### config.mk
export PLATFORM = sky130hd
export DESIGN_NAME = slp_cell
export DESIGN_NICKNAME = d
export VERILOG_FILES = /design/src/design/slp_pkg.sv /design/src/design/slp_cell.sv
export SDC_FILE = /design/constraint.sdc
export NUM_CORES = 1
export LEC_CHECK = 0
export BUFFER_PORTS_ARGS = -buffer_cell sky130_fd_sc_hd__buf_2
export CAP_MARGIN = 15
export CORE_MARGIN = 2
export CORE_UTILIZATION = 40
export CTS_CLUSTER_DIAMETER = 60
export DETAILED_ROUTE_END_ITERATION = 6
export GPL_TIMING_DRIVEN = 0
export MAX_ROUTING_LAYER = met4
export PLACE_DENSITY_LB_ADDON = 0.1
export SKIP_CTS_REPAIR_TIMING = 1
export SLEW_MARGIN = 20
export SYNTH_ARGS = -nofsm -noshare
export SYNTH_HDL_FRONTEND = slang
export SYNTH_SLANG_ARGS = --single-unit
### constraint.sdc
create_clock -name clk -period 2.3 [get_ports clk]
set_input_delay 0.46 -clock clk [delete_from_list [all_inputs] [get_ports clk]]
set_output_delay 0.46 -clock clk [all_outputs]
set_load 0.01 [all_outputs]
### src/design/slp_pkg.sv
// ----------------------------------------------------------------------------
// slp_pkg
// Shared types and constants for the searchable stack and its storage cells.
// ----------------------------------------------------------------------------
package slp_pkg;

    localparam int DEPTH_DEFAULT = 64;
    localparam int WORD_W        = 32;
    localparam int COUNT_FIELD_W = 7;

    typedef enum logic [1:0] {
        OP_PUSH   = 2'd0,
        OP_POP    = 2'd1,
        OP_PEEK   = 2'd2,
        OP_SEARCH = 2'd3
    } slp_op_t;

    typedef enum logic [1:0] {
        ST_DONE  = 2'd0,
        ST_EMPTY = 2'd1,
        ST_FULL  = 2'd2
    } slp_status_t;

    typedef enum logic [1:0] {
        S_IDLE   = 2'd0,
        S_SEARCH = 2'd1,
        S_HOLD   = 2'd2
    } slp_state_t;

    typedef struct packed {
        logic push;
        logic pop;
    } slp_shift_t;

    typedef struct packed {
        logic valid;
        logic hit;
    } slp_tok_t;

endpackage

### src/design/slp_cell.sv
// ----------------------------------------------------------------------------
// slp_cell
// One stack position: holds a word, shifts with its neighbours on push and
// pop, and passes the search probe on to the next position.
// ----------------------------------------------------------------------------
module slp_cell #(
    parameter int DEPTH = slp_pkg::DEPTH_DEFAULT,
    parameter int INDEX = 0,
    parameter int CW    = $clog2(DEPTH + 1)
) (
    input  logic                        clk,
    input  logic                        rst_n,
    input  slp_pkg::slp_shift_t         shift,
    input  logic [slp_pkg::WORD_W-1:0]  above_word,
    input  logic [slp_pkg::WORD_W-1:0]  below_word,
    input  logic [slp_pkg::WORD_W-1:0]  key,
    input  logic [CW-1:0]               count,
    input  slp_pkg::slp_tok_t           tok_in,
    output logic [slp_pkg::WORD_W-1:0]  word,
    output slp_pkg::slp_tok_t           tok_out
);

    logic [slp_pkg::WORD_W-1:0] word_reg;
    logic [slp_pkg::WORD_W-1:0] word_next;
    slp_pkg::slp_tok_t          tok_reg;
    slp_pkg::slp_tok_t          tok_next;
    logic                       occupied;

    assign occupied = CW'(INDEX) < count;

    always_comb
    begin
        if (shift.push)
        begin
            word_next = above_word;
        end
        else if (shift.pop)
        begin
            word_next = below_word;
        end
        else
        begin
            word_next = word_reg;
        end
        tok_next.valid = tok_in.valid;
        tok_next.hit   = tok_in.hit | (tok_in.valid & occupied & (word_reg == key));
    end

    always_ff @(posedge clk)
    begin
        word_reg <= word_next;
    end

    always_ff @(posedge clk or negedge rst_n)
    begin
        if (!rst_n)
        begin
            tok_reg <= '0;
        end
        else
        begin
            tok_reg <= tok_next;
        end
    end

    assign word    = word_reg;
    assign tok_out = tok_reg;

endmodule

==> results.txt <==
nets -> 378
critical-path cell list -> clkbuf_1, buf_2, or2_2
Crit Path Max Fanout -> 32
layout cells sized above 1 -> 65.6%
CP Class -> input port to flop
switch share -> 22.4%
Slew @ Worst Pin -> 778 ps
Core Area -> 0.00432 sq mm
synthesized area -> 0.00178 sq mm
Startpoint Class -> input port
Crit path largest cell delay -> 690 ps
Inst Count DP -> 313
final WL -> 4360 um
Via Count -> 1,498
final instance area -> 0.00270 sq mm
Root Buffer -> clkbuf_8
multi-input logic area -> 751 sq um
site row count -> 24
Hold Crit Class -> input port to flop
IO Pins -> 143
Finished Layout Cells -> 322
placed cell area -> 0.00255 sq mm
status -> finished, final reports clean
final setup violation count -> 0
GRT overflow -> 0
Buffers on Ports -> 141
1st-iter DRT viols -> 40
worst hold margin -> 307 ps
Setup Skew -> 2.90 ps
post-layout min period -> 1790 ps
DR WL/cell -> 13.5 um
CP endpoint kind -> flop
Synth Net Count -> 229
CTS tree -> yes
Max Cap Viol -> 0
largest net degree at the start of global routing -> 33
register area share after synthesis -> 56.7%
clk_lat worst skew -> 280 ps
htree depth -> 2
HPWL after DPL -> 3470 um
share of total power in sequential cells -> 44.4%
deepest clock path buffer count -> 2
clk sinks -> 34
Place WS -> 176 ps
Layout area overhead -> 51.2%
final worst-path setup slack -> 512 ps
remaining antenna violation count -> 0
Inserted Diodes -> 0
Leak -> 0.00120 uW
Post-route DRC -> 0
number of global-route vias before repair -> 1,542
unrepaired setup endpoints after global routing -> no
Worst EP arrival -> 1700 ps
Yosys cell types -> 19
Via density -> 4.65
final hold violations -> 0
number of CTS-inserted buffers -> 5
final count of pins violating max slew -> 0
Ys Warns -> 0
power density over the cells -> 665 mW/mm^2
initial antenna violation count -> 0
clock-pin slew on the worst setup and hold paths -> 70 ps
Worst path slowest cell -> or2_2
slew margin rel. -> 48.1%
max reg flops -> 32
Peak VDD IR -> 0.000336 V
synthesized area per cell -> 14.9 sq um
Die Area -> 0.00501 sq mm
Fill cells -> 384
Comb power frac -> 19.8%
die width -> 70.8 um
Data required, critical path -> 2210 ps
fin crit share -> 77.7%
Mapped Cells -> 120
clock network power share -> 35.8%
DR pass1 iterations -> 4
switching power -> 402 uW
first-pass GRT wire length -> 6770 um
Peak Freq -> 0.559 GHz
gp weighted congestion -> 0.781
Initial Util -> 41.3%
FF+latch area -> 0.00101 sq mm
global-route usage over all layers -> 17.9%
R2R setup slack -> 960 ps
Die H -> 70.8 um
internal power -> 1390 uW
Synth Register Bits -> 34
-- critical path, delay by kind of cell --
family / cells / cell delay [ps]
buffers and inverters: 2 / 540
AND/OR/NAND/NOR: 1 / 690
-- area by class of cell --
type                    instances  area share [%]
flip-flops and latches         34            37.5
multi-input cells              81            27.8
repair buffers                142            26.5
clock buffers                   5            2.55
well taps                      52            2.41
clock inverters                 3            2.37
plain buffers                   4           0.696
inverters                       1           0.139
-- kinds of logic after synthesis --
kind of cell	share of synthesized area (%)
muxes	20.2
and+or+nand+nor	5.89
buffers and inverters	1.26
DFF	56.7
xor gates and xnor gates	15.2
AOI/OAI and AO/OA	0.771
-- synthesized netlist by cell type --
cell	instances	share of area (%)
mux2_2	23	15
clkbuf_1	1	0.21
nor4_2	1	0.70
buf_2	3	0.84
xnor2_1	31	15
dfrtp_1	2	2.8
o21ai_0	1	0.28
nand2b_1	1	0.35
nor3_1	1	0.28
nand2_1	1	0.21
edfxtp_1	32	54
or2_1	1	0.35
or4_4	1	0.63
mux2_1	9	5.7
nand4_1	6	2.1
nor4_1	2	0.70
inv_1	1	0.21
nand3_1	2	0.56
a31o_1	1	0.49
-- per-stage QoR --
step	util [%]	setup TNS [ps]	total power, uW
CTS	62.2	0	1820
floorplan	-	0	988
global placement	59.1	-8170	1160
finish	62.4	0	1790
global route	62.4	0	1870
detailed placement	59.1	0	1170
-- path summary, 6_finish.rpt --
path	from	endpoint	depth (start not counted)
worst max-delay path	shift[1]	word[13]	3
worst min-delay path	tok_in[1]	tok_out[1]	1
worst max register to register	word[15]	tok_out[0]	4
worst min register to register	word[20]	tok_out[0]	4
max in group asynchronous	rst_n	tok_out[0]	2
min in group asynchronous	rst_n	tok_out[1]	2
-- routing by layer --
metal	up-vias	part of all wire, %	wire [um]	global-route usage [%]
met5	-	0	0	-
met4	0	0.83	36	5.66
met3	4	8.2	356	4.56
met2	82	51	2220	31.7
met1	667	40	1750	19.8
li1	745	-	-	-
-- layout by cell type (no fill, tap or decap), types with 2 or more instances in the layout --
| cell type | n |
|---|---|
| nand3_1 | 2 |
| nor4_1 | 2 |
| mux2_1 | 9 |
| mux2_2 | 23 |
| buf_2 | 144 |
| clkbuf_8 | 5 |
| xnor2_1 | 31 |
| bufinv_16 | 2 |
| edfxtp_1 | 32 |
| nand4_1 | 6 |
| dfrtp_1 | 2 |
-- power groups by stage --
| stage | combinational, uW | clock [uW] | sequential (uW) |
|---|---|---|---|
| global route | 390 | 674 | 807 |
| detailed placement | 357 | 0 | 812 |
| floorplan | 144 | 0 | 844 |
| finish | 355 | 642 | 797 |
| CTS | 359 | 657 | 799 |
| global placement | 354 | 0 | 809 |
No activity file was read; power rests on OpenSTA's default activity.
